==> src/rtl/polyline_segment_direction_top_macros.svh <==
// Assertion macros used by the top-level RTL file.
`ifndef POLYLINE_SEGMENT_DIRECTION_TOP_MACROS_SVH
`define POLYLINE_SEGMENT_DIRECTION_TOP_MACROS_SVH

// Property that must hold at every clock edge outside reset.
`define PSD_ASSERT(lbl, prop, msg) \
   lbl: assert property (@(posedge clock) disable iff (reset) (prop)) else $error(msg);

// Condition that must never be true outside reset.
`define PSD_NEVER(lbl, cond, msg) \
   lbl: assert property (@(posedge clock) disable iff (reset) !(cond)) else $error(msg);

`endif

==> src/rtl/psd_pkg.sv <==
package psd_pkg;

   localparam int MAX_VERTICES  = 1024;
   localparam int DIR_FRAC_BITS = 14;

   localparam int COORD_W = 20;
   localparam int MAG_W   = 20;
   localparam int ROOT_W  = 21;
   localparam int SQ_W    = 2 * ROOT_W;
   localparam int LEN_W   = 21;
   localparam int RAD_W   = 20;
   localparam int DIR_W   = 16;
   localparam int VIDX_W  = 10;
   localparam int CNT_W   = (MAX_VERTICES > 2) ? $clog2(MAX_VERTICES) : 1;
   localparam int DIV_STEPS = DIR_FRAC_BITS + 1;
   localparam int STEP_W  = $clog2(ROOT_W + DIV_STEPS + 2);

   typedef struct packed {
      logic signed [COORD_W-1:0] x_coord;
      logic signed [COORD_W-1:0] y_coord;
      logic                      final_vertex;
   } req_type;

   typedef struct packed {
      logic [VIDX_W-1:0]       vertex_index;
      logic [LEN_W-1:0]        segment_length;
      logic signed [DIR_W-1:0] dir_x;
      logic signed [DIR_W-1:0] dir_y;
      logic [RAD_W-1:0]        radius;
      logic                    degenerate;
      logic                    end_of_run;
   } rsp_type;

   typedef struct packed {
      logic load;
      logic run;
   } step_type;

endpackage

==> src/rtl/polyline_segment_direction_top.sv <==
// An accepted word runs through the bit-serial squarer, the digit-serial square roots,
// the dividers and a store state; a new word is accepted only once the sequencer is
// back in its idle state, so one vertex is computed at a time.
// Results wait in a two-word output buffer while the next vertex computes; a buffer
// without room for a vertex's results holds the sequencer in its store state.
// Reset (synchronous, active high) empties the buffer and clears the previous vertex.
`include "polyline_segment_direction_top_macros.svh"

module polyline_segment_direction_top (
   input  logic             clock,
   input  logic             reset,
   input  logic             req_valid,
   output logic             req_ready,
   input  psd_pkg::req_type req_data,
   output logic             rsp_valid,
   input  logic             rsp_ready,
   output psd_pkg::rsp_type rsp_data
);
   localparam logic [2:0] ST_IDLE = 3'd0;
   localparam logic [2:0] ST_MUL  = 3'd1;
   localparam logic [2:0] ST_SQRT = 3'd2;
   localparam logic [2:0] ST_DIV  = 3'd3;
   localparam logic [2:0] ST_PUSH = 3'd4;

   localparam int MW = psd_pkg::MAG_W;
   localparam int SW = psd_pkg::SQ_W;
   localparam int CW = psd_pkg::CNT_W;
   localparam int DW = psd_pkg::DIR_W;
   localparam int QN = psd_pkg::DIV_STEPS;

   logic [2:0]                state_ff, state_in;
   logic [psd_pkg::STEP_W-1:0] step_ff, step_in;

   logic signed [psd_pkg::COORD_W-1:0] x_ff, x_in, y_ff, y_in;
   logic signed [psd_pkg::COORD_W-1:0] px_ff, px_in, py_ff, py_in;
   logic          fin_ff, fin_in;
   logic          have_ff, have_in;
   logic [CW-1:0] cnt_ff, cnt_in;
   logic [psd_pkg::RAD_W-1:0] rmax_ff, rmax_in;

   logic [MW-1:0] mrx_ff, mrx_in, mry_ff, mry_in, mdx_ff, mdx_in, mdy_ff, mdy_in;
   logic [SW-1:0] arx_ff, arx_in, ary_ff, ary_in, adx_ff, adx_in, ady_ff, ady_in;
   logic [SW-1:0] sumr_ff, sumr_in, sumd_ff, sumd_in;
   logic [MW-1:0] magdx_ff, magdx_in, magdy_ff, magdy_in;
   logic          sdx_ff, sdx_in, sdy_ff, sdy_in;

   logic [MW-1:0] mag_x, mag_y, mag_dx, mag_dy;
   logic signed [psd_pkg::COORD_W:0] dx_w, dy_w;

   psd_pkg::step_type sqrt_ctl, div_ctl;
   logic [psd_pkg::ROOT_W-1:0] root_r, root_d;
   logic [QN-1:0] q_x, q_y;

   psd_pkg::rsp_type ent_ff [2];
   psd_pkg::rsp_type ent_in [2];
   logic       head_ff, head_in;
   logic [1:0] fill_ff, fill_in;
   logic       pop;
   logic [1:0] need;
   logic       push_ok;

   psd_pkg::rsp_type res_seg, res_fin;
   logic [psd_pkg::RAD_W-1:0] r_now, rmax_new;
   logic [DW-1:0] dirx_new, diry_new;
   logic          len_zero;
   logic [CW-1:0] pidx;

   assign req_ready = (state_ff == ST_IDLE);
   assign rsp_valid = (fill_ff != 2'd0);
   assign rsp_data  = ent_ff[head_ff];
   assign pop       = rsp_valid && rsp_ready;

   always_comb begin
      mag_x  = MW'(req_data.x_coord[psd_pkg::COORD_W-1] ? -req_data.x_coord
                                                       : req_data.x_coord);
      mag_y  = MW'(req_data.y_coord[psd_pkg::COORD_W-1] ? -req_data.y_coord
                                                       : req_data.y_coord);
      dx_w   = {req_data.x_coord[psd_pkg::COORD_W-1], req_data.x_coord}
             - {px_ff[psd_pkg::COORD_W-1], px_ff};
      dy_w   = {req_data.y_coord[psd_pkg::COORD_W-1], req_data.y_coord}
             - {py_ff[psd_pkg::COORD_W-1], py_ff};
      mag_dx = MW'(dx_w[psd_pkg::COORD_W] ? -dx_w : dx_w);
      mag_dy = MW'(dy_w[psd_pkg::COORD_W] ? -dy_w : dy_w);
   end

   assign sqrt_ctl.load = (state_ff == ST_SQRT) && (step_ff == '0);
   assign sqrt_ctl.run  = (state_ff == ST_SQRT) && (step_ff != '0);
   assign div_ctl.load  = (state_ff == ST_DIV) && (step_ff == '0);
   assign div_ctl.run   = (state_ff == ST_DIV) && (step_ff != '0);

   psd_isqrt u_sqrt_r (.clock(clock), .ctl(sqrt_ctl), .value(sumr_ff), .root(root_r));
   psd_isqrt u_sqrt_d (.clock(clock), .ctl(sqrt_ctl), .value(sumd_ff), .root(root_d));

   psd_div u_div_x (.clock(clock), .ctl(div_ctl), .mag(magdx_ff), .len(root_d), .quot(q_x));
   psd_div u_div_y (.clock(clock), .ctl(div_ctl), .mag(magdy_ff), .len(root_d), .quot(q_y));

   // Result words for the segment ending here and for a final vertex.
   always_comb begin
      r_now    = psd_pkg::RAD_W'(root_r);
      rmax_new = (r_now > rmax_ff) ? r_now : rmax_ff;
      len_zero = (root_d == '0);
      dirx_new = len_zero ? '0 : DW'(sdx_ff ? -{1'b0, q_x} : {1'b0, q_x});
      diry_new = len_zero ? '0 : DW'(sdy_ff ? -{1'b0, q_y} : {1'b0, q_y});
      pidx     = (cnt_ff == '0) ? CW'(psd_pkg::MAX_VERTICES - 1) : cnt_ff - CW'(1);

      res_seg.vertex_index   = psd_pkg::VIDX_W'(pidx);
      res_seg.segment_length = root_d;
      res_seg.dir_x          = dirx_new;
      res_seg.dir_y          = diry_new;
      res_seg.radius         = rmax_new;
      res_seg.degenerate     = len_zero;
      res_seg.end_of_run     = 1'b0;

      res_fin.vertex_index   = psd_pkg::VIDX_W'(cnt_ff);
      res_fin.segment_length = '0;
      res_fin.dir_x          = have_ff ? dirx_new : '0;
      res_fin.dir_y          = have_ff ? diry_new : '0;
      res_fin.radius         = rmax_new;
      res_fin.degenerate     = 1'b0;
      res_fin.end_of_run     = 1'b1;

      need    = {1'b0, have_ff} + {1'b0, fin_ff};
      push_ok = (state_ff == ST_PUSH) && ({1'b0, need} <= (3'd2 - {1'b0, fill_ff}));
   end

   always_comb begin
      state_in = state_ff;
      step_in  = step_ff + psd_pkg::STEP_W'(1);
      x_in = x_ff;  y_in = y_ff;  fin_in = fin_ff;
      px_in = px_ff;  py_in = py_ff;  have_in = have_ff;
      cnt_in = cnt_ff;  rmax_in = rmax_ff;
      mrx_in = mrx_ff >> 1;  mry_in = mry_ff >> 1;
      mdx_in = mdx_ff >> 1;  mdy_in = mdy_ff >> 1;
      arx_in = arx_ff << 1;  ary_in = ary_ff << 1;
      adx_in = adx_ff << 1;  ady_in = ady_ff << 1;
      sumr_in = sumr_ff;  sumd_in = sumd_ff;
      magdx_in = magdx_ff;  magdy_in = magdy_ff;  sdx_in = sdx_ff;  sdy_in = sdy_ff;
      ent_in[0] = ent_ff[0];  ent_in[1] = ent_ff[1];
      head_in = pop ? ~head_ff : head_ff;
      fill_in = fill_ff - {1'b0, pop};

      unique case (state_ff)
         ST_IDLE: begin
            step_in = '0;
            if (req_valid) begin
               state_in = ST_MUL;
               x_in = req_data.x_coord;  y_in = req_data.y_coord;
               fin_in = req_data.final_vertex;
               mrx_in = mag_x;  mry_in = mag_y;  mdx_in = mag_dx;  mdy_in = mag_dy;
               arx_in = SW'(mag_x);  ary_in = SW'(mag_y);
               adx_in = SW'(mag_dx); ady_in = SW'(mag_dy);
               magdx_in = mag_dx;  magdy_in = mag_dy;
               sdx_in = dx_w[psd_pkg::COORD_W];  sdy_in = dy_w[psd_pkg::COORD_W];
               sumr_in = '0;  sumd_in = '0;
            end
         end
         ST_MUL: begin
            // One multiplier bit of each square per cycle.
            sumr_in = sumr_ff + (mrx_ff[0] ? arx_ff : '0) + (mry_ff[0] ? ary_ff : '0);
            sumd_in = sumd_ff + (mdx_ff[0] ? adx_ff : '0) + (mdy_ff[0] ? ady_ff : '0);
            if (step_ff == psd_pkg::STEP_W'(MW - 1)) begin
               state_in = ST_SQRT;
               step_in  = '0;
            end
         end
         ST_SQRT: begin
            if (step_ff == psd_pkg::STEP_W'(psd_pkg::ROOT_W)) begin
               state_in = ST_DIV;
               step_in  = '0;
            end
         end
         ST_DIV: begin
            if (step_ff == psd_pkg::STEP_W'(QN)) begin
               state_in = ST_PUSH;
               step_in  = '0;
            end
         end
         ST_PUSH: begin
            step_in = '0;
            if (push_ok) begin
               state_in = ST_IDLE;
               if (need == 2'd2) begin
                  ent_in[0] = res_seg;
                  ent_in[1] = res_fin;
                  head_in   = 1'b0;
               end else if (need == 2'd1) begin
                  ent_in[head_in ^ (fill_ff[0] & ~pop)] = have_ff ? res_seg : res_fin;
               end
               fill_in = fill_ff - {1'b0, pop} + need;
               if (fin_ff) begin
                  px_in = '0;  py_in = '0;  have_in = 1'b0;
                  cnt_in = '0;  rmax_in = '0;
               end else begin
                  px_in = x_ff;  py_in = y_ff;  have_in = 1'b1;  rmax_in = rmax_new;
                  cnt_in = (cnt_ff == CW'(psd_pkg::MAX_VERTICES - 1)) ? '0
                                                                      : cnt_ff + CW'(1);
               end
            end
         end
         default: begin
            state_in = ST_IDLE;
         end
      endcase
   end

   always_ff @(posedge clock) begin
      if (reset) begin
         state_ff <= ST_IDLE;
         step_ff  <= '0;
         px_ff    <= '0;
         py_ff    <= '0;
         have_ff  <= 1'b0;
         cnt_ff   <= '0;
         rmax_ff  <= '0;
         head_ff  <= 1'b0;
         fill_ff  <= '0;
      end else begin
         state_ff <= state_in;
         step_ff  <= step_in;
         px_ff    <= px_in;
         py_ff    <= py_in;
         have_ff  <= have_in;
         cnt_ff   <= cnt_in;
         rmax_ff  <= rmax_in;
         head_ff  <= head_in;
         fill_ff  <= fill_in;
      end
      x_ff <= x_in;  y_ff <= y_in;  fin_ff <= fin_in;
      mrx_ff <= mrx_in;  mry_ff <= mry_in;  mdx_ff <= mdx_in;  mdy_ff <= mdy_in;
      arx_ff <= arx_in;  ary_ff <= ary_in;  adx_ff <= adx_in;  ady_ff <= ady_in;
      sumr_ff <= sumr_in;  sumd_ff <= sumd_in;
      magdx_ff <= magdx_in;  magdy_ff <= magdy_in;  sdx_ff <= sdx_in;  sdy_ff <= sdy_in;
      ent_ff[0] <= ent_in[0];
      ent_ff[1] <= ent_in[1];
   end

   `PSD_NEVER(a_fill_range, fill_ff == 2'd3, "output buffer over two words")
   `PSD_ASSERT(a_accept_starts, (req_valid && req_ready) |=> (state_ff == ST_MUL),
               "accepted word did not start the squarer")
   `PSD_ASSERT(a_last_pop, (pop && fill_ff == 2'd1 && !push_ok) |=> !rsp_valid,
               "buffer not empty after its last word left")
   `PSD_ASSERT(a_push_idle, push_ok |=> (state_ff == ST_IDLE),
               "sequencer did not return to idle after storing results")
endmodule

==> src/rtl/psd_isqrt.sv <==
module psd_isqrt (
   input  logic                       clock,
   input  psd_pkg::step_type          ctl,
   input  logic [psd_pkg::SQ_W-1:0]   value,
   output logic [psd_pkg::ROOT_W-1:0] root
);
   localparam int REM_W = psd_pkg::ROOT_W + 2;

   logic [psd_pkg::SQ_W-1:0]   val_ff, val_in;
   logic [REM_W-1:0]           rem_ff, rem_in;
   logic [psd_pkg::ROOT_W-1:0] root_ff, root_in;
   logic [REM_W+1:0]           t;
   logic [REM_W+1:0]           trial;

   // While run is set, two radicand bits enter per cycle and one root bit leaves.
   always_comb begin
      t       = {rem_ff, val_ff[psd_pkg::SQ_W-1 -: 2]};
      trial   = (REM_W + 2)'({root_ff, 2'b01});
      val_in  = val_ff;
      rem_in  = rem_ff;
      root_in = root_ff;
      if (ctl.load) begin
         val_in  = value;
         rem_in  = '0;
         root_in = '0;
      end else if (ctl.run) begin
         val_in = {val_ff[psd_pkg::SQ_W-3:0], 2'b00};
         if (t >= trial) begin
            rem_in  = REM_W'(t - trial);
            root_in = {root_ff[psd_pkg::ROOT_W-2:0], 1'b1};
         end else begin
            rem_in  = REM_W'(t);
            root_in = {root_ff[psd_pkg::ROOT_W-2:0], 1'b0};
         end
      end
   end

   always_ff @(posedge clock) begin
      val_ff  <= val_in;
      rem_ff  <= rem_in;
      root_ff <= root_in;
   end

   assign root = root_ff;
endmodule

==> src/rtl/psd_div.sv <==
module psd_div (
   input  logic                          clock,
   input  psd_pkg::step_type             ctl,
   input  logic [psd_pkg::MAG_W-1:0]     mag,
   input  logic [psd_pkg::LEN_W-1:0]     len,
   output logic [psd_pkg::DIV_STEPS-1:0] quot
);
   localparam int N = psd_pkg::DIV_STEPS;
   localparam int L = psd_pkg::LEN_W;

   logic [L-1:0] rem_ff, rem_in;
   logic [L-1:0] den_ff, den_in;
   logic [N-1:0] num_ff, num_in;
   logic [N-1:0] quot_ff, quot_in;
   logic [L:0]   t;

   // The magnitude never exceeds the length, so the quotient has N bits and
   // the top of the shifted numerator already sits below the divisor.
   always_comb begin
      t       = {rem_ff, num_ff[N-1]};
      rem_in  = rem_ff;
      den_in  = den_ff;
      num_in  = num_ff;
      quot_in = quot_ff;
      if (ctl.load) begin
         rem_in  = L'(mag >> 1);
         den_in  = len;
         num_in  = {mag[0], {(N-1){1'b0}}};
         quot_in = '0;
      end else if (ctl.run) begin
         num_in = {num_ff[N-2:0], 1'b0};
         if (t >= {1'b0, den_ff}) begin
            rem_in  = L'(t - {1'b0, den_ff});
            quot_in = {quot_ff[N-2:0], 1'b1};
         end else begin
            rem_in  = L'(t);
            quot_in = {quot_ff[N-2:0], 1'b0};
         end
      end
   end

   always_ff @(posedge clock) begin
      rem_ff  <= rem_in;
      den_ff  <= den_in;
      num_ff  <= num_in;
      quot_ff <= quot_in;
   end

   assign quot = quot_ff;
endmodule
==> config.mk <==
export PLATFORM = sky130hd
export DESIGN_NAME = polyline_segment_direction_top
export DESIGN_NICKNAME = d
export VERILOG_FILES = /design/src/rtl/psd_pkg.sv /design/src/rtl/polyline_segment_direction_top.sv /design/src/rtl/psd_isqrt.sv /design/src/rtl/psd_div.sv
export VERILOG_INCLUDE_DIRS = /design/src /design/src/rtl
export SDC_FILE = /design/constraint.sdc
export NUM_CORES = 2
export LEC_CHECK = 0
export BUFFER_PORTS_ARGS = -buffer_cell sky130_fd_sc_hd__buf_4
export CELL_PAD_IN_SITES_DETAIL_PLACEMENT = 0
export CELL_PAD_IN_SITES_GLOBAL_PLACEMENT = 1
export CORE_ASPECT_RATIO = 0.5
export CORE_MARGIN = 8
export CORE_UTILIZATION = 46
export CTS_CLUSTER_SIZE = 10
export DETAILED_ROUTE_END_ITERATION = 16
export GPL_ROUTABILITY_DRIVEN = 0
export PLACE_DENSITY_LB_ADDON = 0.1
export SLEW_MARGIN = 5
export SYNTH_ARGS = -nofsm -noshare
export SYNTH_HDL_FRONTEND = slang
export SYNTH_SLANG_ARGS = --single-unit
==> constraint.sdc <==
create_clock -name clock -period 21.3 [get_ports clock]
set_clock_uncertainty 0.1 [all_clocks]
set_input_delay 0 -clock clock [delete_from_list [all_inputs] [get_ports clock]]
set_output_delay 0 -clock clock [all_outputs]
set_load 0.01 [all_outputs]
==> metrics.md <==
| Metric | Value |
|---|---|
| Sequential area share after synthesis | 0.468 |
| Mux cell area share after synthesis | 0.0495 |
| Root Driver | clkbuf_16 |
| Delay-heaviest family, CP | compound AO/OA/AOI/OAI gates |
| Routed WL per cell | around 20 microns |
| Max Fanout on Critical Path | 23 |
| Synth Area in Adders | 0.0969 |
| Multi-input gate area | 0.0251 sq mm |
| Vias after detailed routing | between 30000 and 40000 |
| CP Data Required Time | 21.64 ns |
| Worst-path cell chain | buf_4 -> and2_1 -> fa_1 -> ha_1 -> fa_1 -> a21oi_1 -> o21ai_0 -> a2111oi_0 -> nor4b_1 -> nor4_1 -> o31ai_1 -> a31oi_1 -> o21ai_0 -> xnor2_1 -> nor2_1 |
| Final WL | approximately 130000 microns |
| Total nets after synthesis | roughly 5400 |
| Status | completed |
| Synth area leaders | edfxtp_1 (29%), dfxtp_1 (18%), ha_1 (6.2%) |
| DRT iter0 DRCs | 2468 |
| Leakage power | about 22 nW |
| First-pass GRT wire length | 209000 microns |
| Port bufs | 131 |
| Core Box Area | 0.108 sq mm |
| HP Start | req_data[9] |
| Synth Warn # | 0 |
| Worst EP arrival | 6.20 ns |
| Prevailing post-synth register cell | edfxtp_1 |
| Final setup violation count | 0 |
| EDFF count, synth | 482 |
| Fillers | approximately 9800 |
| Max H-tree Level | 3 |
| Post-detail-place hpwl | between 90000 and 100000 microns |
| Post-CTS Repair Setup Buffers | 0 |
| Buf/Inv on CP | 1 |
| Fmax | 0.171 GHz |
| Final hold violations | 0 |
| GRT Overall Usage | 0.211 |
| Remaining DRCs | 0 |
| Die area | roughly 0.12 sq mm |
| Hold crit path type | in -> reg |
| Met1 Use GR | 0.304 |
| Via/cell ratio | 5.54 |
| Global routing usage on met3 | 0.0306 |
| Mapped Area | 0.0503 sq mm |
| Reg-to-Reg Start | mdy_ff[0] |
| Worst slew pin tran | about 1.1 ns |
| Critical Path Stages | 15 |
| Sum Neg Setup Slack | 0 ns |
| Grt ovf | 0 |
| Slew margin rel. | 0.251 |
| Mapped Cells | a little over 5000 |
| Die height | 250 microns |
| Period Utilization, post-route | 0.275 |
| Share of layout cells above drive strength 1 | 0.0965 |
| Worst vdd ir | approximately 120 uV |
| Critical path class | reg -> reg |
| First drt pass iteration count | 6 |
| FF+latch area | 0.0235 sq mm |
| Die X | 484 microns |
| Synth top area share | 0.288 |
| Clock buffer depth | 3 |
| Synth area leader | edfxtp_1 |
| Post-synthesis compound-gate area fraction | 0.142 |
| Critical path launch point type | register |
| RSZ-0062 raised after global routing | false |
| Largest net degree at the start of global routing | 122 |
| Slowest stage delay, CP | 0.93 ns |
| Xor/xnor share of the synthesized area | 0.0428 |
| Async SR Flop Fraction | 0 |
| Total power | 9.39 mW |
| Largest family of logic cells by synthesized area | simple AND/OR/NAND/NOR gates |
| IO Pins | 132 |
| CP Launch Point | mdy_ff[0] |
| Fin Hold WS | 0.0506 ns |
| Grt peak-use layer | met2 |
| Antenna-violating nets left | 0 |
| Resized cells post-CTS | 0 |
| Clk pin slew, worst setup/hold paths | 0.06 ns |
| CTS buffer count | 104 |
| Area grow syn2layout | 12.3% |
| Reg2reg path depth | 15 |
| # Max-Cap Violations | 0 |
| Synth Register Bits | 935 |
| Antenna violations before repair | 3 |
| P per Cell Area | 166 mW/mm^2 |
| Final Slew Violations | 0 |
| Slowest stage cell, crit path | a2111oi_0 |
| Min Tclk post-route | 5.86 ns |
| Row count | 85 |
| Crit end category | register |
| Net count reported at finish | 5534 |
| Simple-gate share of the synthesized area | 0.164 |
| TritonCTS clock tree | yes |
| Hold path depth | 2 |
| Syn Area/Cell | ~10 sq um |
| Hold_buf cts | 75 |
| Clock latency on the worst-skew pair | about 0.72 ns |
| Initial Util | 0.466 |
| Count of different cell masters after synthesis | 80 |
| Finished Core Util | 0.523 |
| Vias in the first global route | about 37000 |
| CTS Sinks | a little over 900 |
| Met2 global-route usage | 0.338 |
==> where the power goes <==
group	switching, mW	internal (mW)
logic	2.93	1.92
registers	0.321	2.54
clock network	0.746	0.931
total	4.00	5.39
==> cell usage after synthesis, drive strengths merged, types with 14 or more instances <==
master and instances:
nand3 153, o31ai 48, ha 249, nor3b 49, xnor2 132, nor3 74
nor2 506, mux2 173, or3 41, and2 268, xor2 114, a22o 22
mux2i 54, nand2 346, nand4 56, nand2b 40, o311ai 21, clkbuf 217
fa 88, a21o 128, o211ai 27, a211oi 24, o21ai 242, edfxtp 482
o21a 108, o41ai 14, o21bai 21, dfxtp 453, buf 15, a21oi 315
nor4 26, and3 34, a31oi 39, inv 258, nor2b 33
==> worst paths after layout <==
path	endpoint	slack, ns
worst max register to register	sumd_ff[39]	15.44
worst max-delay path	sumd_ff[39]	15.44
worst min-delay path	y_ff[8]	0.05
worst min register to register	mdx_ff[10]	0.33
==> metal layers <==
| layer | wire (microns) | share of wire | up-vias |
|---|---|---|---|
| li1 | - | - | 18200 |
| met1 | 64700 | 0.49 | 17900 |
| met2 | 58400 | 0.45 | 717 |
| met3 | 5200 | 0.040 | 173 |
| met4 | 2450 | 0.019 | 0 |
| met5 | 0 | 0 | - |
==> flip-flops by register name, indices dropped and copies added (netlist names), 23 cells and up <==
signal / count
ent_ff: 170
adx_ff: 42
ady_ff: 42
arx_ff: 42
ary_ff: 42
sumd_ff: 42
sumr_ff: 42
u_sqrt_d.val_ff: 42
u_sqrt_r.val_ff: 42
u_sqrt_d.rem_ff: 23
u_sqrt_r.rem_ff: 23
==> cell usage in the layout, fill, tap and decap left out, drive strengths merged, types with 14 or more instances in the layout <==
master and count:
nor2 506, edfxtp 482, dfxtp 453, nand2 346, a21oi 315, and2 268
inv 260, ha 249, o21ai 242, clkbuf 181, mux2 173, buf 171
nand3 153, xnor2 132, a21o 128, xor2 114, o21a 108, fa 88
dlygate4sd3 75, nor3 74, nand4 56, mux2i 54, nor3b 49, o31ai 48
or3 41, nand2b 40, a31oi 39, and3 34, nor2b 33, o211ai 27
nor4 26, a211oi 24, a22o 22, o21bai 21, o311ai 21, o41ai 14
==> area by class of cell <==
| cell class | count | share of cell area |
|---|---|---|
| Tap cell | 1435 | 0.0318 |
| Antenna cell | 2 | 0.0000886 |
| Multi-Input combinational cell | 3607 | 0.444 |
| Inverter | 258 | 0.0174 |
| Sequential cell | 935 | 0.417 |
| Clock inverter | 8 | 0.00259 |
| Timing Repair Buffer | 246 | 0.0360 |
| Clock buffer | 181 | 0.0519 |
==> kinds of logic after synthesis <==
logic type | after synthesis
AO/OA/AOI/OAI | 1117
XOR/XNOR | 246
adder cells (fa/ha/maj) | 337
buffers and inverters | 490
flip-flops | 935
multiplexers | 227
AND/OR/NAND/NOR | 1680
==> metrics by stage <==
step / setup slack, ns / instances / area (sq um)
finish: 15.44 / 6672 / 56500
global route: 15.04 / 6672 / 56500
detailed placement: 15.70 / 6406 / 52700
CTS: 15.64 / 6670 / 56500
global placement: 15.76 / 6406 / 52700
floorplan: 12.72 / 5032 / 50300
Power figures use the tool's default switching activity.
